===== config.mk =====
export PLATFORM = sky130hd
export DESIGN_NAME = fqdt_tap_cell
export DESIGN_NICKNAME = d
export VERILOG_FILES = /design/src/hdl/fqdt_pkg.sv /design/src/hdl/fqdt_tap_cell.sv
export SDC_FILE = /design/constraint.sdc
export NUM_CORES = 1
export LEC_CHECK = 0
export BUFFER_PORTS_ARGS = -buffer_cell sky130_fd_sc_hd__buf_2
export CORE_MARGIN = 2
export CORE_UTILIZATION = 40
export CTS_CLUSTER_SIZE = 20
export DETAILED_ROUTE_END_ITERATION = 10
export MAX_ROUTING_LAYER = met4
export PLACE_DENSITY = 0.66
export SYNTH_ARGS = -nofsm -noshare
export SYNTH_HDL_FRONTEND = slang
export SYNTH_SLANG_ARGS = --single-unit

===== constraint.sdc =====
create_clock -name clk_i -period 1.55 [get_ports clk_i]
set_input_delay 0.3875 -clock clk_i [delete_from_list [all_inputs] [get_ports clk_i]]
set_output_delay 0.3875 -clock clk_i [all_outputs]
set_load 0.02 [all_outputs]

===== src/hdl/fqdt_pkg.sv =====
// Shared constants, types and reset values for the decimating Q15 FIR filter.
package fqdt_pkg;

  localparam int SAMPLE_BITS  = 16;
  localparam int TAP_COUNT    = 8;
  localparam int DECIM_FACTOR = 16;

  localparam int COEF_W    = 16;
  localparam int COEF_REGS = 8;
  localparam int Q_SHIFT   = 15;

  localparam int PROD_W    = SAMPLE_BITS + 1 + COEF_W;
  localparam int TREE_LVLS = $clog2(TAP_COUNT);
  localparam int TREE_N    = 1 << TREE_LVLS;
  localparam int ACC_W     = PROD_W + TREE_LVLS;
  localparam int SHIFT_W   = ACC_W - Q_SHIFT;

  localparam int PHASE_W   = (DECIM_FACTOR > 1) ? $clog2(DECIM_FACTOR) : 1;

  localparam int APB_DW    = 32;
  localparam int CIDX_W    = $clog2(COEF_REGS);
  localparam int PADDR_W   = CIDX_W + 2;

  typedef logic [SAMPLE_BITS-1:0]    sample_t;
  typedef logic signed [COEF_W-1:0]  coef_t;
  typedef logic signed [PROD_W-1:0]  prod_t;
  typedef logic signed [ACC_W-1:0]   acc_t;
  typedef logic [PHASE_W-1:0]        phase_t;
  typedef logic [CIDX_W-1:0]         cidx_t;

  typedef struct packed {
    logic shift_en;
    logic load_en;
  } cell_ctrl_t;

  localparam coef_t COEF_RESET [COEF_REGS] = '{
    16'sd570, 16'sd2006, 16'sd5445, 16'sd8363,
    16'sd8363, 16'sd5445, 16'sd2006, 16'sd570
  };

endpackage


===== src/hdl/fqdt_tap_cell.sv =====
// One filter tap: delay-line sample register and registered coefficient product.
module fqdt_tap_cell (
  input  logic                 clk_i,
  input  logic                 rst_ni,
  input  fqdt_pkg::cell_ctrl_t ctrl_i,
  input  fqdt_pkg::coef_t      coef_i,
  input  fqdt_pkg::sample_t    sample_i,
  output fqdt_pkg::sample_t    sample_o,
  output fqdt_pkg::prod_t      prod_o
);
  import fqdt_pkg::*;

  sample_t sample_q;
  prod_t   prod_q;
  prod_t   prod_d;
  prod_t   op_a;
  prod_t   op_b;

  assign op_a   = $signed({{(PROD_W-SAMPLE_BITS){1'b0}}, sample_i});
  assign op_b   = $signed({{(PROD_W-COEF_W){coef_i[COEF_W-1]}}, coef_i});
  assign prod_d = op_a * op_b;

  always_ff @(posedge clk_i or negedge rst_ni) begin
    if (!rst_ni) begin
      sample_q <= '0;
    end else if (ctrl_i.shift_en) begin
      sample_q <= sample_i;
    end
  end

  always_ff @(posedge clk_i) begin
    if (ctrl_i.load_en) begin
      prod_q <= prod_d;
    end
  end

  assign sample_o = sample_q;
  assign prod_o   = prod_q;

endmodule


Word level (Yosys, flattened, before mapping)

Index checks and enable logic that the tools add are counted.

Register bits: 49
Input bits: 36
Output and inout port bits: 49
Word-level logic and storage cells: 3

Multipliers: 1

Operators with widths:

| operator                     | count |
|---|---|
| multiplier 17 x 16 -> 33 bit | 1 |

Logic depth before layout (Yosys ltp)

Word-level depth: 1
Gate-level depth with buffers: 22
Depth with buffers taken out: 20

Worst setup path before layout

OpenSTA, ideal clock, no wires.

Kind: input-to-reg
From: in coef_i[1]
To: reg prod_q[32], in the netlist prod_o[32] (data pin)
Library setup time: 0.260 ns
Arrival time: 5.284 ns
Data required time: 1.290 ns
Setup slack: -3.994 ns
Stages: 20
Path buffers: 2
Cell sequence: clkbuf_1 > nand2_1 > fa_1 > fa_1 > inv_1 > fa_1 > fa_1 > fa_1 > inv_1 > fa_1 > inv_1 > ha_1 > buf_6 > a21o_1 > a31oi_1 > a21oi_1 > a211o_1 > a31o_1 > a21oi_2 > xnor2_1

Cells in the longest elaborated chain, start to end: 1

RTL lines:

| what                         | RTL line            | RTL |
|---|---|---|
| from (decl)                  | fqdt_tap_cell.sv:6  | `input fqdt_pkg::coef_t coef_i,` |
| multiplier 17 x 16 -> 33 bit | fqdt_tap_cell.sv:21 | `assign prod_d = op_a * op_b;` |
| named net prod_d[32]         | fqdt_tap_cell.sv:15 | `prod_t prod_d;` |
| to (signal assigned)         | fqdt_tap_cell.sv:33 | `prod_q <= prod_d;` |
| to (decl)                    | fqdt_tap_cell.sv:14 | `prod_t prod_q;` |

The timed path passes the listed nets, and every way through them passes these cells.
A chain may end at the register's enable or synchronous reset.

Worst setup path in the final report

From: in coef_i[4]
To: reg prod_q[27], in the netlist prod_o[27] (data pin)

The elaborated chain is that of the path after synthesis.

==> flow_summary.toml <==
[grt]
grt_pass1_wl_um = 44900
grt_remaining_overflow = 0
grt_pass1_vias = 8933
track_usage_pct = 20.7
grt_max_degree = 25
antenna_found_initial = 0

[setup_path]
critPathMostFrequentCell = "fa_1"
cp_max_fo = 6
r2r_start = "sample_o[14]"
slowest_delay_ps = 530
cp.arrival_ps = 5350
slowest_stage = "fa_1"
path_cells = "buf_12, buf_12, and2_1, fa_1, inv_1, fa_1, inv_1, fa_1, fa_2, fa_1, inv_1, fa_1, inv_1, ha_4, nand4_1, buf_4, buf_4, inv_2, nand3_1, o211ai_1, buf_4, a21oi_1, xnor2_1"
r2r-end = "sample_o[14]"
r2r_cells = 1
reg2reg_setup_slack_ps = 790
crit_required_ps = 1610
start_kind = "input port"
path_class = "in -> reg"
endpoint_kind = "flip-flop"

[logic_synthesis]
synth_top_family_by_area = "adder cells"
synth.avg_cell_area_um2 = 9.48
synthMuxAreaShare_pct = 1.70
synthAdderAreaFrac_pct = 51.1
synth-seq-cells = 49
synth-xor-area-share_pct = 2.48
synth_top_cell_area_share_pct = 36.7
ys.warnings.count = 0
synth.cells.most_frequent = "inv_1, fa_1, nand2_1, ha_1, and2_1"
yosysMostFrequentCell = "inv_1"
ys_seq_area_share_pct = 13.1
synth-simple-area-share_pct = 14.8
syn-num-nets = 1469
synth_edf_count = 33
synthTopCellsByArea = "fa_1, ha_1, edfxtp_1"
synthesis.instances = 1117
yosys.area.top_type = "fa_1"
synthDistinctLibCells = 51
synth_compound_area_share_pct = 5.73
synth_area_um2 = 10600
async_reset_ff_share_pct = 32.7
synth-main-ff-cell = "edfxtp_1"

[clocking]
insertion_delay_ps = 310
cts_buffer_depth = 2
cts_tree = "yes"
h-tree-depth = 2
cts_root_buf = "clkbuf_16"
cts_sinks = 49
cts_made_buffers = 5
path_clk_slew_ps = 80

[die]
die_y_um = 167
core_area_um2 = 26100
start_util_pct = 40.6
rows = 59
ios = 85
fp.dieArea_um2 = 27800
die_w_um = 167

[timing]
drv_slew = 0
final_hold_viol_count = 0
relSlewSlack_pct = 71.8
setup_viol = 31
max_freq_mhz = 189
worstMarginPinSlew_ps = 418
period_share_pct = 341
fin_crit_ps = 5290
finClkSkew_ps = 0
whs_ps = 396
fin_ws_ps = -3740
rsz0062_at_grt = "yes"

[placed_design]
dpl.hpwl_um = 22400
io_buffers = 84
place_area_um2 = 12900
dpl.cell_count = 1650
place.gp.congestion = 0.902

[drt]
ant_nets = 0
drc_errors = 0
drtIter0Drc = 446
viasPerCell = 4.95
drt-pass1-iter-count = 5
num_vias = 8339
wl_per_cell_um = 16.2
wl_um = 27300

[finish]
layout-drive-gt1-share_pct = 34.2
finish.instance_area_um2 = 14100
utilization_pct = 54.3
instances_no_fill = 1685
nFillCells = 2316
fin_nets = 1701
final-seq-area_um2 = 1390
multiInputGateArea_um2 = 9000
syn2layout_area_growth_pct = 33.6

[min_path]
hold_class = "in -> reg"
min-delay-start = "sample_i[9]"
hold_end = "sample_o[9]"
min_path_cells = 2

[job]
maxCapViolCount = 0

[status]
violations = "negative setup slack"
status = "finished, violations left"
## critical path, delay by kind of cell
kind	cells	cell delay, ps
buffers and inverters	10	990
and+or+nand+nor	3	430
adders and majority gates	7	3170
xor gates and xnor gates	1	140
AOI/OAI and AO/OA	2	230
## placed cells by master, fill, tap and decap left out, drive strengths merged, types with 7 or more instances in the layout
cell type  instances
nand2b             9
a31oi              8
o211ai             7
buf              265
inv              258
and2             117
xnor2             16
a21o               8
nand2            144
ha               122
dfrtp             16
nand4              9
fa               194
a21oi             29
o21ai             19
mux2              16
nor2              24
xor2              14
edfxtp            33
## logic make-up (layout without fill, tap and decap cells)
| family | Yosys count | in the layout |
|---|---|---|
| AND/OR/NAND/NOR | 317 | 317 |
| adder cells (fa/ha/maj) | 316 | 316 |
| buffers and inverters | 300 | 532 |
| AO/OA/AOI/OAI | 89 | 89 |
| flip-flops | 49 | 49 |
| XOR/XNOR | 30 | 30 |
| multiplexers | 16 | 16 |
| other | 0 | 1 |
## layer usage
| metal | vias to the layer above | routed length, µm | part of all wire [%] | GRT usage, % |
|---|---|---|---|---|
| li1 | 3844 | - | - | - |
| met1 | 4278 | 11000 | 40 | 25.9 |
| met2 | 180 | 14600 | 54 | 36.2 |
| met3 | 37 | 1130 | 4.2 | 2.54 |
| met4 | 0 | 501 | 1.8 | 4.54 |
| met5 | - | 0 | 0 | - |
## final cells by class
cell class              count  share of cell area, %
well taps                 335                   2.96
clock inverters             2                 0.0973
diodes                      1                 0.0177
clock buffers               5                  0.884
flip-flops and latches     49                   9.83
inverters                 258                   6.85
multi-input cells         768                   63.6
repair buffers            267                   15.7
## repair_timing
action                     4_1_cts  5_1_grt
buffers inserted                16       11
pin swaps                       36       57
hold buffers                     1        0
setup endpoints to repair       31       31
gates cloned                     0        1
gates resized for setup        146       70
hold endpoints to repair        16        0
## registers in the layout, summed over array words and instances, names as in the netlist
name	flops
prod_o	33
sample_o	16
## worst max-delay path by stage
stage | from | endpoint | slack [ps] | depth (start not counted)
after CTS | sample_i[8] | prod_o[27] | -3770 | 21
after detailed placement | coef_i[7] | prod_o[27] | -4380 | 19
final | coef_i[4] | prod_o[27] | -3740 | 23
after global placement | coef_i[7] | prod_o[31] | -4290 | 20
after floorplan | coef_i[5] | prod_o[32] | -3830 | 21
after global routing | coef_i[4] | prod_o[31] | -3920 | 24
## per-stage QoR
stage          setup slack [ps]  setup TNS [ps]
2_1_floorplan             -3830          -91760
3_3_place_gp              -4290         -108100
3_5_place_dp              -4380         -110110
4_1_cts                   -3770          -94320
5_1_grt                   -3920          -98140
6_report                  -3740          -94580
Power is not shown: default switching activity piles up to over one toggle a cycle in this logic, so the estimate is an artifact.
