<file path="config.mk">
export PLATFORM = sky130hd
export DESIGN_NAME = fqdt_cfg_regs
export DESIGN_NICKNAME = d
export VERILOG_FILES = /design/src/hdl/fqdt_pkg.sv /design/src/hdl/fqdt_cfg_regs.sv
export SDC_FILE = /design/constraint.sdc
export NUM_CORES = 1
export LEC_CHECK = 0
export BUFFER_PORTS_ARGS = -buffer_cell sky130_fd_sc_hd__buf_2
export CAP_MARGIN = 20
export CORE_MARGIN = 8
export CORE_UTILIZATION = 46
export CTS_CLUSTER_DIAMETER = 80
export DETAILED_ROUTE_END_ITERATION = 8
export GPL_TIMING_DRIVEN = 0
export HOLD_SLACK_MARGIN = 0.12
export PLACE_DENSITY = 0.79
export SLEW_MARGIN = 10
export SYNTH_ARGS = -nofsm -noshare
export SYNTH_HDL_FRONTEND = slang
export SYNTH_SLANG_ARGS = --single-unit
</file>
<file path="constraint.sdc">
create_clock -name clk_i -period 1.5 [get_ports clk_i]
set_input_delay 0.075 -clock clk_i [delete_from_list [all_inputs] [get_ports clk_i]]
set_output_delay 0.075 -clock clk_i [all_outputs]
set_load 0.1 [all_outputs]
</file>
<file path="src/hdl/fqdt_pkg.sv">
// Shared constants, types and reset values for the decimating Q15 FIR filter.
package fqdt_pkg;

  localparam int SAMPLE_BITS  = 16;
  localparam int TAP_COUNT    = 8;
  localparam int DECIM_FACTOR = 16;

  localparam int COEF_W    = 16;
  localparam int COEF_REGS = 8;
  localparam int Q_SHIFT   = 15;

  localparam int PROD_W    = SAMPLE_BITS + 1 + COEF_W;
  localparam int TREE_LVLS = $clog2(TAP_COUNT);
  localparam int TREE_N    = 1 << TREE_LVLS;
  localparam int ACC_W     = PROD_W + TREE_LVLS;
  localparam int SHIFT_W   = ACC_W - Q_SHIFT;

  localparam int PHASE_W   = (DECIM_FACTOR > 1) ? $clog2(DECIM_FACTOR) : 1;

  localparam int APB_DW    = 32;
  localparam int CIDX_W    = $clog2(COEF_REGS);
  localparam int PADDR_W   = CIDX_W + 2;

  typedef logic [SAMPLE_BITS-1:0]    sample_t;
  typedef logic signed [COEF_W-1:0]  coef_t;
  typedef logic signed [PROD_W-1:0]  prod_t;
  typedef logic signed [ACC_W-1:0]   acc_t;
  typedef logic [PHASE_W-1:0]        phase_t;
  typedef logic [CIDX_W-1:0]         cidx_t;

  typedef struct packed {
    logic shift_en;
    logic load_en;
  } cell_ctrl_t;

  localparam coef_t COEF_RESET [COEF_REGS] = '{
    16'sd570, 16'sd2006, 16'sd5445, 16'sd8363,
    16'sd8363, 16'sd5445, 16'sd2006, 16'sd570
  };

endpackage

</file>
<file path="src/hdl/fqdt_cfg_regs.sv">
// APB coefficient register file with reset weights.
module fqdt_cfg_regs (
  input  logic                         clk_i,
  input  logic                         rst_ni,
  input  logic                         psel,
  input  logic                         penable,
  input  logic                         pwrite,
  input  logic [fqdt_pkg::PADDR_W-1:0] paddr,
  input  logic [fqdt_pkg::APB_DW-1:0]  pwdata,
  output logic [fqdt_pkg::APB_DW-1:0]  prdata,
  output logic                         pready,
  output fqdt_pkg::coef_t              coef_o [fqdt_pkg::COEF_REGS]
);
  import fqdt_pkg::*;

  coef_t coef_q [COEF_REGS];
  cidx_t idx;
  coef_t rd_coef;
  logic  wr_en;

  assign idx     = paddr[PADDR_W-1:2];
  assign wr_en   = psel && penable && pwrite;
  assign rd_coef = coef_q[idx];
  assign prdata  = {{(APB_DW-COEF_W){rd_coef[COEF_W-1]}}, rd_coef};
  assign pready  = 1'b1;

  always_ff @(posedge clk_i or negedge rst_ni) begin
    if (!rst_ni) begin
      for (int i = 0; i < COEF_REGS; i++) begin
        coef_q[i] <= COEF_RESET[i];
      end
    end else if (wr_en) begin
      coef_q[idx] <= coef_t'(pwdata[COEF_W-1:0]);
    end
  end

  assign coef_o = coef_q;

endmodule

</file>
## After elaboration in Yosys (flattened, before gate mapping)

Index checks and enable logic that the tools add are counted.
W data, S select, Z words.

- Register bits after elaboration: 128
- Output and inout port bits: 161

- $lt $le $gt $ge: 2
- Muxes and demuxes: 6
- Bitwise logic cells: 1
- Reductions and logical operators: 3

Operators by type and width:

| kind | number |
|---|---|
| $bwmux W128 | 1 |
| $bmux W16 S3 | 1 |
| $demux W16 S3 | 1 |
| $mux W16 | 3 |
| $ge A4 B4 Y1 const B | 1 |
| $lt A4 B1 Y1 const B | 1 |
| $not A3 Y4 | 1 |
| $logic_and A1 B1 Y1 | 3 |

## Logic depth before layout (Yosys ltp)

- Depth in word-level cells: 6
- Gate-level depth with buffers: 5
- Depth with buffers taken out: 3

## Worst setup path after synthesis

Ideal clock, no wire load.

- Kind: reg2out
- Start point: reg coef_q, in the netlist coef_o[30]
- End point: out prdata[14] in the netlist's numbering
- Arrival time: 2626 ps
- Data required time: 1425 ps
- Setup slack: -1201 ps
- Stages on the path, launching flop included: 3
- Cells stage by stage: dfrtp_1 -> a22oi_1 -> o211ai_1

- Longest elaborated chain between the ends: 3

RTL lines:

| element | line | text |
|---|---|---|
| start: declaration | fqdt_cfg_regs.sv:16 | `coef_t coef_q [COEF_REGS];` |
| start signal: indexed assignment | fqdt_cfg_regs.sv:30 | `coef_q[i] <= COEF_RESET[i];` |
| start signal: indexed assignment | fqdt_cfg_regs.sv:33 | `coef_q[idx] <= coef_t'(pwdata[COEF_W-1:0]);` |
| $bmux W16 S3 | fqdt_cfg_regs.sv:23 | `assign rd_coef = coef_q[idx];` |
| $mux W16 (implied by the code) (2 in series) | fqdt_cfg_regs.sv:23 |  |
| end: declaration | fqdt_cfg_regs.sv:10 | `output logic [fqdt_pkg::APB_DW-1:0] prdata,` |

No other way between the ends. The select of a mux whose other input is x is not followed.

## Final worst setup path

- Start point: reg coef_q, in the netlist coef_o[79]
- End point: out prdata[17] in the netlist's numbering

Same word-level chain as after synthesis.

==> results.toml <==
[clock_tree]
ctsHtreeMaxLevel = 4
clk_latency_ns = 0.41
cts_made_buffers = 17
cts_tree = "built"
cts_root_buf = "clkbuf_16"
cts_buffer_depth = 2
clock-sinks = 128
clk_transition_reported_paths_ns = 0.05

[power]
combPwrFrac = 0.560
power_density_nw_per_um2 = 2170
total_power_mw = 19.6
max-vdd-ir-drop_mv = 1.31
switching_power_mw = 9.99
swShare = 0.509
p_int_mw = 9.65
p_leak_nw = 4.09
seqPwrFrac = 0.254
clkPwrFrac = 0.187

[finish]
nFillCells = 917
area_growth_pct = 49.9
final_cells = 796
nNetsFinal = 649
finalCoreUtilization = 0.694
seq_area_sq_um = 3430
drive_gt1_frac = 0.931
multi_input_area_sq_um = 2610
largest_register_ffs = 128
diodes = 0

[routing]
route.vias.total = 4232
drc = 0
drtIter0Drc = 256
wire_per_inst_um = 23.2
via_per_inst = 5.32
dr.pass1.iters = 4
routed_wl_mm = 18.5
ant_nets = 0

[critical_path]
critical_path_arrival_ns = 2.13
max_stage_delay_ns = 0.52
path_class = "reg2out"
cp-end-kind = "output port"
start_kind = "flip-flop"
cp_cell_sequence = "mux4_2 > mux2_4 > buf_12 > buf_16"
required_ns = 1.42
slowest_stage = "mux4_2"
critPathMaxFanout = 8

[sta]
rsz0062_at_grt = "yes"
period_share = 1.47
hold_viol = 0
final-setup-viol-count = 32
whs_ns = 0.222
maxSlewHeadroom = 0.585
worst_pin_slew_ns = 0.623
skew_ns = 0
slew_viol_final = 0
fmax_mhz = 453
setup_ws_ns = -0.705
period_needed_ns = 2.21

[global_routing]
grt_use_total = 0.221
grt_max_degree = 67
grt_pass1_wl_mm = 27.8
grt_overflow = 0
grt_pass1_vias = 4708
antenna_found_initial = 0

[synthesis]
post-synth-top-area-fraction = 0.323
yosys_warnings = 0
yosysTopAreaCell = "dfrtp_1"
synth_edf_count = 0
synth_ff_type = "dfrtp_1"
synth-seq-cells = 128
seq_area_frac_synth = 0.541
syn_avg_cell_area_sq_um = 16.7
synth_most_common_cell = "mux2_2"
synthCells = 361
async_flop_share = 1.00
syn_area_sq_um = 6040
synth.area.top_cells = "dfrtp_1 32%, mux2_2 26%, dfstp_2 22%"
synth_commonest_cells = "142 x mux2_2, 78 x dfrtp_1, 50 x dfstp_2, 30 x mux4_2, 27 x buf_4"
synth_cell_types = 27
synth_fp_nets = 403

[place]
placed_cells = 719
dp_slack_ns = -0.627
dpl.hpwl_mm = 12.4
gp_congestion = 0.784
placement.io_buffers = 181

[floorplanning]
die_h_um = 131
die_area_sq_um = 17000
design.core.area_sq_um = 13000
start_util = 0.463
die_w_um = 131
ioPinCount = 203
core.rowCount = 42

[run_status]
status = "finished with violations"
failed_checks = "setup timing"

[min_path]
hold_path.class = "in2reg"

[run]
max_cap_violations = 0
## timing repair
action | CTS | global route
gates cloned | 2 | 0
hold buffers | 17 | 0
endpoints found under the setup margin | 34 | 33
setup buffers | 21 | 5
hold endpoints to repair | 193 | 0
gates resized for setup | 127 | 8
pin swaps | 1 | 0
## cell type report
| type | instances | area share |
|---|---|---|
| plain buffers | 36 | 0.0512 |
| clock buffers | 26 | 0.0552 |
| clock inverters | 6 | 0.00360 |
| inverters | 1 | 0.000415 |
| multi-input cells | 198 | 0.288 |
| flip-flops and latches | 128 | 0.379 |
| well taps | 176 | 0.0243 |
| repair buffers | 225 | 0.198 |
## routing by layer
layer / wire length (um) / up-vias / global-route usage
met5: 0 / - / 0
met4: 437 / 0 / 0.0831
met3: 1320 / 32 / 0.0568
met2: 9530 / 171 / 0.375
met1: 7180 / 2205 / 0.267
li1: - / 1824 / -
## placed cells by master, fill, tap and decap left out, types with 2 or more instances in the layout
cell	Yosys	final
clkinv_2	0	5
nor2_4	3	3
dfrtp_4	0	28
nand2b_1	2	2
dlygate4sd3_1	0	17
clkbuf_4	0	2
buf_2	5	148
buf_4	27	42
dfstp_2	50	48
nor2_2	3	3
dfrtp_2	0	44
dfrtp_1	78	6
buf_12	0	44
mux2i_1	2	2
buf_16	0	3
mux2_4	0	16
buf_6	2	4
mux4_2	30	30
clkbuf_1	0	5
dfstp_4	0	2
nor3_4	2	2
mux2_2	142	127
clkbuf_8	0	4
clkbuf_16	0	17
## critical path: cells and delay by family, from the launching register on
family                 cells  cell delay [ns]
buffers and inverters      2             0.31
multiplexers               2             0.92
flip-flops                 1             0.47
## power by group through the flow
| stage | clock network, mW | registers [mW] | logic, mW |
|---|---|---|---|
| after floorplan | 0 | 10.0 | 3.42 |
| after global placement | 0 | 4.96 | 9.74 |
| after detailed placement | 0 | 5.05 | 9.83 |
| after CTS | 3.72 | 4.96 | 10.9 |
| after global routing | 3.86 | 5.07 | 11.2 |
| final | 3.67 | 4.98 | 11.0 |
## kinds of logic after synthesis
kind of cell           share of synthesized area
buffers and inverters                     0.0435
AND/OR/NAND/NOR                           0.0276
other                                   0.000621
flip-flops                                 0.541
multiplexers                               0.382
AO/OA/AOI/OAI                            0.00518
## path summary, 6_finish.rpt
check                           start          to  slack [ns]  depth (start not counted)
max                        coef_o[79]  prdata[17]       -0.71                          4
min                          paddr[4]  coef_o[96]        0.22                          3
max reg2reg                coef_o[72]  coef_o[72]        0.37                          3
min reg2reg                coef_o[28]  coef_o[28]        0.52                          1
max in group asynchronous      rst_ni   coef_o[3]        0.48                          3
min in group asynchronous      rst_ni  coef_o[74]        0.24                          2
## metrics by stage
step | cell area, sq um | TNS, ns
global route | 9050 | -18.15
floorplan | 6460 | -9.28
detailed placement | 7620 | -29.66
CTS | 8990 | -17.27
finish | 9050 | -16.91
global placement | 7590 | -161.48
Power figures use the tool's default switching activity.
