==> src/hdl/fqdt_pkg.sv <==
// Shared constants, types and reset values for the decimating Q15 FIR filter.
package fqdt_pkg;

  localparam int SAMPLE_BITS  = 16;
  localparam int TAP_COUNT    = 8;
  localparam int DECIM_FACTOR = 16;

  localparam int COEF_W    = 16;
  localparam int COEF_REGS = 8;
  localparam int Q_SHIFT   = 15;

  localparam int PROD_W    = SAMPLE_BITS + 1 + COEF_W;
  localparam int TREE_LVLS = $clog2(TAP_COUNT);
  localparam int TREE_N    = 1 << TREE_LVLS;
  localparam int ACC_W     = PROD_W + TREE_LVLS;
  localparam int SHIFT_W   = ACC_W - Q_SHIFT;

  localparam int PHASE_W   = (DECIM_FACTOR > 1) ? $clog2(DECIM_FACTOR) : 1;

  localparam int APB_DW    = 32;
  localparam int CIDX_W    = $clog2(COEF_REGS);
  localparam int PADDR_W   = CIDX_W + 2;

  typedef logic [SAMPLE_BITS-1:0]    sample_t;
  typedef logic signed [COEF_W-1:0]  coef_t;
  typedef logic signed [PROD_W-1:0]  prod_t;
  typedef logic signed [ACC_W-1:0]   acc_t;
  typedef logic [PHASE_W-1:0]        phase_t;
  typedef logic [CIDX_W-1:0]         cidx_t;

  typedef struct packed {
    logic shift_en;
    logic load_en;
  } cell_ctrl_t;

  localparam coef_t COEF_RESET [COEF_REGS] = '{
    16'sd570, 16'sd2006, 16'sd5445, 16'sd8363,
    16'sd8363, 16'sd5445, 16'sd2006, 16'sd570
  };

endpackage

==> src/hdl/fqdt_add_tree.sv <==
// Registered binary adder tree over the tap products, one level per stage.
module fqdt_add_tree (
  input  logic              clk_i,
  input  logic              rst_ni,
  input  logic              valid_i,
  output logic              ready_o,
  input  fqdt_pkg::sample_t raw_i,
  input  fqdt_pkg::prod_t   prod_i [fqdt_pkg::TAP_COUNT],
  output logic              valid_o,
  input  logic              ready_i,
  output fqdt_pkg::sample_t raw_o,
  output fqdt_pkg::acc_t    sum_o
);
  import fqdt_pkg::*;

  acc_t                 node_w [2*TREE_N-1];
  acc_t                 sum_q  [TREE_N-1];
  logic [TREE_LVLS-1:0] v_q;
  sample_t              raw_q  [TREE_LVLS];
  logic [TREE_LVLS:0]   stg_en;

  always_comb begin
    stg_en[TREE_LVLS] = ready_i;
    for (int s = TREE_LVLS - 1; s >= 0; s--) begin
      stg_en[s] = !v_q[s] || stg_en[s+1];
    end
  end

  for (genvar j = 0; j < TREE_N; j++) begin : g_leaf
    if (j < TAP_COUNT) begin : g_tap
      assign node_w[TREE_N-1+j] = {{TREE_LVLS{prod_i[j][PROD_W-1]}}, prod_i[j]};
    end else begin : g_pad
      assign node_w[TREE_N-1+j] = '0;
    end
  end

  for (genvar i = 0; i < TREE_N - 1; i++) begin : g_node
    localparam int STG = TREE_LVLS - $clog2(i + 2);
    assign node_w[i] = sum_q[i];
    always_ff @(posedge clk_i) begin
      if (stg_en[STG]) begin
        sum_q[i] <= node_w[2*i+1] + node_w[2*i+2];
      end
    end
  end

  always_ff @(posedge clk_i or negedge rst_ni) begin
    if (!rst_ni) begin
      v_q <= '0;
    end else begin
      for (int s = 0; s < TREE_LVLS; s++) begin
        if (stg_en[s]) begin
          v_q[s] <= (s == 0) ? valid_i : v_q[(s > 0) ? s - 1 : 0];
        end
      end
    end
  end

  always_ff @(posedge clk_i) begin
    for (int s = 0; s < TREE_LVLS; s++) begin
      if (stg_en[s]) begin
        raw_q[s] <= (s == 0) ? raw_i : raw_q[(s > 0) ? s - 1 : 0];
      end
    end
  end

  assign ready_o = stg_en[0];
  assign valid_o = v_q[TREE_LVLS-1];
  assign raw_o   = raw_q[TREE_LVLS-1];
  assign sum_o   = sum_q[0];

endmodule

==> config.mk <==
export PLATFORM = sky130hd
export DESIGN_NAME = fqdt_add_tree
export DESIGN_NICKNAME = d
export VERILOG_FILES = /design/src/hdl/fqdt_pkg.sv /design/src/hdl/fqdt_add_tree.sv
export SDC_FILE = /design/constraint.sdc
export NUM_CORES = 1
export LEC_CHECK = 0
export BUFFER_PORTS_ARGS = -buffer_cell sky130_fd_sc_hd__clkbuf_2
export CAP_MARGIN = 20
export CORE_AREA = 4 4 232 234
export CTS_CLUSTER_DIAMETER = 150
export CTS_CLUSTER_SIZE = 16
export DETAILED_ROUTE_END_ITERATION = 8
export DIE_AREA = 0 0 236 238
export SETUP_SLACK_MARGIN = 0.15
export SKIP_CTS_REPAIR_TIMING = 1
export SYNTH_ARGS = -nofsm -noshare
export SYNTH_HDL_FRONTEND = slang
export SYNTH_SLANG_ARGS = --single-unit
==> constraint.sdc <==
create_clock -name clk_i -period 6.8 [get_ports clk_i]
set_clock_uncertainty 0.2 [all_clocks]
set_input_delay 0 -clock clk_i [delete_from_list [all_inputs] [get_ports clk_i]]
set_output_delay 0 -clock clk_i [all_outputs]
set_load 0.01 [all_outputs]
-- Word-level counts from Yosys, hierarchy flattened
Memory sizes are Yosys's and may differ from the RTL's.
Index checks and enable logic that the tools add are counted.
W data, S select, Z words.
- add/sub/neg operators: 7
- multiplexer cells: 6
- reduce and logical (&&, ||, !) cells: 6
- operator list (cell ; count):
    $add A33 B33 Y34 ; 4
    $add A36 B36 Y36 ; 3
    $mux W1 ; 6
    $logic_not A1 Y1 ; 3
    $logic_or A1 B1 Y1 ; 3
- bits in registers: 3
- memory bits (writable): 300
- input bits: 284
- output and inout port bits: 54
- word-level logic and storage cells: 24
- memories: 2
- memory list (name ; words ; width ; rd ports ; clocked after Yosys merged registers in ; wr ports ; line ; source):
    sum_q ; 7 ; 36 ; 7 ; 0 ; 7 ; fqdt_add_tree.sv:17 ; acc_t sum_q [TREE_N-1];
    raw_q ; 3 ; 16 ; 3 ; 0 ; 3 ; fqdt_add_tree.sv:19 ; sample_t raw_q [TREE_LVLS];

-- Logic depth before layout (Yosys ltp)
Gate-level depths: netlist of the first run.
- word-level depth: 6
- gate-level depth with buffers: 12
- depth with buffers taken out: 12

-- Least setup slack after synthesis of the first run
OpenSTA, ideal clock, no wires.
- path type: reg2reg
- from: register v_q[2]
- to: memory raw_q[0][0] (netlist bit) (enable)
- library setup time: 2.012 ns
- arrival time: 4.682 ns
- data required time: 4.588 ns
- path slack: -0.094 ns
- cell stages (with the launch flop): 2
- buffers on the path: 0
- period minus slack after synthesis: 6.894 ns
- cell sequence: dfrtp_1 nand4b_1
- RTL lines (item ; line ; source):
    start: declaration ; fqdt_add_tree.sv:18 ; logic [TREE_LVLS-1:0] v_q;
    start signal: indexed assignment ; fqdt_add_tree.sv:53 ; v_q[s] <= (s == 0) ? valid_i : v_q[(s > 0) ? s - 1 : 0];
    end: declaration ; fqdt_add_tree.sv:19 ;

==> impl_metrics.tcl, run 1 <==
set metrics [dict create \
    slew_violations 0 \
    switching_share 0.3858 \
    seq_power_share 0.345 \
    power_mw 9.181 \
    fmax_mhz 245.2 \
    synth_top_cells_by_area "edfxtp_1, ha_1, xnor2_1, a21oi_1, a21o_1" \
    ys.flop_type "edfxtp_1" \
    synthesis.nets 2475 \
    layout_commonest_cell "dlygate4sd3_1" \
    rsz0062_at_grt "false" \
    port_buffers 337 \
    synth_enable_flop_cells 292 \
    dp_cells 2939 \
    gp_congestion 0.9077 \
    synth_mux_area_frac 0.0004859 \
    initial_core_util 0.3960 \
    die_x_um 236 \
    hold_start "prod_i[183]" \
    die_h_um 238 \
    combPwrFrac 0.523 \
    wl_per_cell_um 16.90 \
    finalWirelength_mm 56.42 \
    p_clk_frac 0.132 \
    num_rows 84 \
    netlist.area_leader.share 0.4257 \
    fin_area_um2 27270 \
    reg2regPathDepth 11 \
    layout.nets 3169 \
    synth_area_um2 20600 \
    ioPinCount 338 \
    min_to "sum_q[4][20]" \
    cts-root-buf "clkbuf_16" \
    antenna_left 0 \
    arrival_ns 4.16 \
    post-route-drc-count 0 \
    drt_first_pass_iters 5 \
    hpwl_mm 42.28 \
    clkTransAtPathRegs_ns 0.07 \
    post-place-ws_ns 3.320 \
    power_leakage_nw 11.77 \
    power.internal_mw 5.639 \
    timing_hold_violations_final 14 \
    setup_violations 0 \
    yosysTopAreaCell "edfxtp_1" \
    cap_violations 0 \
    final_cell_mix "dlygate4sd3_1, clkbuf_2, edfxtp_1" \
    hold_class "input port to flip-flop" \
    antenna_cells 0 \
    place_area_um2 22970 \
    r2r_end "sum_q[0][30]" \
    relSlewSlack 0.3742 \
    grt_pass1_vias 15660 \
    fin_util 0.5242 \
    fillCellCount 4608 \
    stdcell_count 3339 \
    setup_ws_ns 2.722 \
    multi_input_area_um2 11260 \
    post-route-min-period_ns 4.078 \
    timing.hold.ws_ns -0.05674 \
    tns_ns 0 \
    h-tree-depth 1 \
    clk_latency_ns 0.53 \
    area_growth_pct 32.38 \
    worst-slew-pin-transition_ns 0.9387 \
    met3_length_mm 2.262 \
    coreArea_um2 52020 \
    grt_usage 0.1749 \
    vias_per_cell 5.286 \
    synth_compound_area_frac 0.2035 \
    crit_fanout 4 \
    num_vias 17650 \
    cts_buffer_depth 3 \
    grt_overflow 0 \
    drt_iter0_markers 1123 \
    clock_sinks 295 \
    ir_drop_mv 0.1939 \
    wl_met1_mm 26.13 \
    period_share 0.5997 \
    path_class "input port to flip-flop" \
    status "finished, violations left" \
    cts_tree "built" \
    synth_top_family_by_area "compound AO/OA/AOI/OAI gates" \
    end_kind "flip-flop" \
    grt_pass1_wl_mm 81.16 \
    crit_required_ns 6.88 \
    p_switching_mw 3.542 \
    regArea_um2 8843 \
    grt_max_degree 72 \
    top_layer "met4" \
    critPathLaunchType "input port" \
    holdPathStages 4 \
    antenna_found_initial 1 \
    synth-simple-area-share 0.1038 \
    ys_ff_latch 295 \
    p_per_area_nw_per_um2 336.7 \
    cts_buffers 22 \
    synthArstFlopShare 0.01017 \
    yosysUniqueCellTypes 77 \
    r2r_start "sum_q[2][0]" \
    startpoint "prod_i[165]" \
    wl_met2_mm 26.96 \
    die_area_um2 56170 \
    synth_cells 1949 \
    synthAdderAreaFrac 0.1495 \
    yosys_warnings 0 \
    synth_xor_area_frac 0.08929 \
    yosysSeqAreaShare 0.4293 \
    violations "hold timing" \
    syn_avg_cell_area_um2 10.57 \
    drive_gt1_frac 0.1486 \
    rrSetupSlack_ns 3.44 \
]
==> worst max path at each step <==
stage	cells after the start	end
final	15	sum_q[4][32]
after global routing	15	sum_q[4][32]
after CTS	11	sum_q[0][30]
after detailed placement	13	sum_q[4][32]
after global placement	13	sum_q[4][32]
after floorplan	1	raw_q[0][0]
==> cells in the mapped netlist, types with 14 or more instances <==
library cell and n:
nor2_1 116, and3_1 18, buf_4 16, a21o_1 106, a21oi_1 211, nand2_1 104
o21ai_0 101, nand3_1 47, xor2_1 58, o211ai_1 14, nand2b_1 38, o21a_1 21
a31oi_1 31, ha_1 235, nand4_1 19, a211oi_1 26, xnor2_1 152, inv_1 74
nor3_1 24, o21bai_1 34, nor2b_1 24, edfxtp_1 292, clkbuf_1 23
==> layer usage <==
layer | vias to the layer above | GRT usage
met5 | - | 0
met4 | 0 | 0.02741
met3 | 78 | 0.01919
met2 | 445 | 0.2903
met1 | 8369 | 0.2538
li1 | 8759 | -
==> final cells by class <==
cell class | count | area share
clock inverter | 1 | 0.0004129
clock buffer | 31 | 0.02221
sequential | 295 | 0.3243
tap | 688 | 0.03157
multi-input combinational | 1540 | 0.4130
timing repair buffer | 710 | 0.1983
inverter | 74 | 0.01019
==> registers in the layout, indices dropped and copies added, names as in the netlist <==
register / flops
v_q: 3
raw_q: 48
sum_q: 244
==> power by group through the flow <==
| stage | combinational [mW] | sequential (mW) | clock [mW] |
|---|---|---|---|
| after floorplan | 3.21 | 3.14 | 0 |
| after global placement | 4.40 | 3.22 | 0 |
| after detailed placement | 4.44 | 3.23 | 0 |
| after CTS | 4.47 | 3.19 | 1.26 |
| after global routing | 5.33 | 3.22 | 1.32 |
| final | 4.80 | 3.17 | 1.21 |
==> critical path, cell delays in order <==
cell and delay [ns]:
dlygate4sd3_1 0.52, clkbuf_2 0.10, ha_1 0.15, inv_1 0.06
fa_1 0.42, nor2b_1 0.19, o31ai_1 0.13, a21oi_1 0.29
o21ai_1 0.20, o31ai_1 0.66, a21oi_1 0.31, o21ai_1 0.32
a31oi_1 0.14, xnor2_1 0.13, dlygate4sd3_1 0.54
==> cell families (layout without fill, tap and decap cells) <==
kind of cell	Yosys count	after routing
AOI/OAI and AO/OA	649	649
xor gates and xnor gates	210	210
adders and majority gates	242	242
buffers and inverters	114	816
DFF	295	295
muxes	1	1
and+or+nand+nor	438	438
Power figures use the tool's default switching activity.
==> run 2, diff against run 1 <==
--- a/config.mk
+++ b/config.mk
@@ -5,13 +5,14 @@
 export SDC_FILE = /design/constraint.sdc
 export NUM_CORES = 1
 export LEC_CHECK = 0
+export ABC_AREA = 1
 export BUFFER_PORTS_ARGS = -buffer_cell sky130_fd_sc_hd__clkbuf_2
 export CAP_MARGIN = 20
-export CORE_AREA = 4 4 232 234
+export CORE_AREA = 4 4 258 260
 export CTS_CLUSTER_DIAMETER = 150
 export CTS_CLUSTER_SIZE = 16
 export DETAILED_ROUTE_END_ITERATION = 8
-export DIE_AREA = 0 0 236 238
+export DIE_AREA = 0 0 262 264
 export SETUP_SLACK_MARGIN = 0.15
 export SKIP_CTS_REPAIR_TIMING = 1
 export SYNTH_ARGS = -nofsm -noshare
==> constraint.sdc (replaced) <==
create_clock -name clk_i -period 4.1 [get_ports clk_i]
set_clock_uncertainty 0.2 [all_clocks]
set_input_delay 0 -clock clk_i [delete_from_list [all_inputs] [get_ports clk_i]]
set_output_delay 0 -clock clk_i [all_outputs]
set_load 0.01 [all_outputs]
==> impl_metrics.tcl, run 2 <==
set metrics [dict create \
    status "finished, violations left" \
    relSlewSlack 0.4045 \
    layout_commonest_cell "nand2_1" \
    place_area_um2 28250 \
    clock_sinks 295 \
    reg2regPathDepth 4 \
    ioPinCount 338 \
    path_class "flip-flop to output pin" \
    worst-slew-pin-transition_ns 0.8933 \
    grt_usage 0.2167 \
    die_h_um 264 \
    ir_drop_mv 0.2788 \
    num_rows 93 \
    timing_hold_violations_final 20 \
    vias_per_cell 4.810 \
    yosysTopAreaCell "edfxtp_1" \
    power_mw 16.27 \
    yosysSeqAreaShare 0.3460 \
    top_register "sum_q" \
    fmax_mhz 353.5 \
    stdcell_count 5183 \
    crit_required_ns 3.90 \
    rrSetupSlack_ns 1.56 \
    cts_tree "built" \
    r2r_end "sum_q[1][33]" \
    rsz0062_at_grt "false" \
    drive_gt1_frac 0.1005 \
    area_growth_pct 24.95 \
    cts_buffers 22 \
    num_vias 24930 \
    end_kind "output pin" \
    period_share 0.6900 \
    crit_chain "nand2_2, nor2_1, nand2_8, buf_4, clkbuf_2" \
    netlist.area_leader.share 0.3430 \
    h-tree-depth 1 \
    slowest_delay_ns 0.53 \
    post-route-min-period_ns 2.829 \
    clk_latency_ns 0.55 \
    synth_cells 3664 \
    die_x_um 262 \
    min_to "sum_q[5][31]" \
    tns_ns 0 \
    wl_per_cell_um 15.54 \
    clkTransAtPathRegs_ns 0.07 \
    syn_avg_cell_area_um2 6.977 \
    reg_top3 "sum_q x244, raw_q x48, v_q x3" \
    dp_cells 4843 \
    synth_enable_flop_cells 292 \
    fin_area_um2 31940 \
    hpwl_mm 66.42 \
    setup_ws_ns 1.271 \
    path_buf_inv 2 \
    initial_core_util 0.3987 \
    ys_ff_latch 295 \
    antenna_found_initial 3 \
    timing.hold.ws_ns -0.05948 \
    yosysMostFrequentCell "nand2_1" \
    yosysUniqueCellTypes 29 \
    hold_start "prod_i[97]" \
    grt_max_degree 111 \
    r2r_start "v_q[2]" \
    post-route-drc-count 0 \
    finalWirelength_mm 80.54 \
    drt_iter0_markers 1531 \
    setup_violations 0 \
    power_leakage_nw 16.62 \
    largest_register_ffs 244 \
    synthesis.nets 4190 \
    drt_first_pass_iters 6 \
    synthArstFlopShare 0.01017 \
    slew_violations 0 \
    critPathLaunchType "flip-flop" \
    grt_pass1_vias 22540 \
    ys.flop_type "edfxtp_1" \
    crit_family "simple AND/OR/NAND/NOR gates" \
    holdPathStages 5 \
    cp_slowest_cell "nand2_8" \
    coreArea_um2 64120 \
    die_area_um2 69170 \
    antenna_left 0 \
    yosys_warnings 0 \
    violations "hold timing" \
    hold_class "input port to flip-flop" \
    post-place-ws_ns 1.528 \
    final_cell_mix "nand2_1, inv_1, nor2_1" \
    cts-root-buf "clkbuf_16" \
    crit_fanout 110 \
    synth_area_um2 25560 \
    cts_buffer_depth 3 \
    cap_violations 0 \
    synth_top_cells_by_area "edfxtp_1, nand2_1, ha_1, inv_1, nor2_1" \
    gp_congestion 0.9764 \
    synth_commonest_cells "nand2_1, inv_1, nor2_1" \
    grt_pass1_wl_mm 119.6 \
    grt_overflow 0 \
    port_buffers 337 \
    arrival_ns 2.63 \
    layout.nets 4845 \
    p_per_area_nw_per_um2 509.5 \
]
## run 2: power by group
group	internal, mW	leakage (nW)	switching, mW	total, mW
sequential	4.73	3.03	0.425	5.15
combinational	3.20	13.3	5.87	9.07
clock	1.03	0.299	1.02	2.05
total	8.96	16.6	7.32	16.3
## run 2: how the worst max path moves through the flow
stage | cells after the start | end | start
after floorplan | 3 | raw_q[0][16] | v_q[2]
after global placement | 4 | sum_q[1][35] | v_q[2]
after detailed placement | 4 | sum_q[1][35] | v_q[2]
after CTS | 5 | ready_o | v_q[2]
after global routing | 5 | ready_o | v_q[2]
final | 5 | ready_o | v_q[2]
## run 2: logic make-up (layout without fill, tap and decap cells)
group | Yosys count | in the layout | share of synthesized area
AO/OA/AOI/OAI | 405 | 405 | 0.08370
XOR/XNOR | 119 | 119 | 0.04077
other | 0 | 1 | 0
buffers and inverters | 628 | 1291 | 0.09457
adder cells (fa/ha/maj) | 242 | 242 | 0.1205
flip-flops | 295 | 295 | 0.3460
AND/OR/NAND/NOR | 1975 | 1975 | 0.3145
## run 2: worst register-to-register path: stages (launching register included)
cell and delay [ns]:
dfrtp_1 0.36, nand2_2 0.07, nor2_1 0.42, clkinvlp_4 0.54, buf_4 0.55
## run 2: cell type report
type	count	area [µm²]
tap	855	1070
antenna	1	2.502
inverter	611	2297
fill	6524	32180
sequential	295	8843
multi-input combinational	2741	14320
clock inverter	1	11.26
clock buffer	31	605.6
timing repair buffer	648	4790
## run 2: routing by layer
| metal | track usage | share of wire | vias up |
|---|---|---|---|
| li1 | - | - | 13030 |
| met1 | 0.3125 | 0.47 | 11170 |
| met2 | 0.3567 | 0.46 | 623 |
| met3 | 0.01946 | 0.048 | 106 |
| met4 | 0.04421 | 0.022 | 0 |
| met5 | 0 | 0 | - |
## run 2: metrics by stage
step	hold slack, ns	utilization
2_1_floorplan	-0.4956	-
3_3_place_gp	-0.4004	0.4406
3_5_place_dp	-0.4007	0.4406
4_1_cts	-0.9783	0.4502
5_1_grt	-0.0006520	0.4981
6_report	-0.05948	0.4982
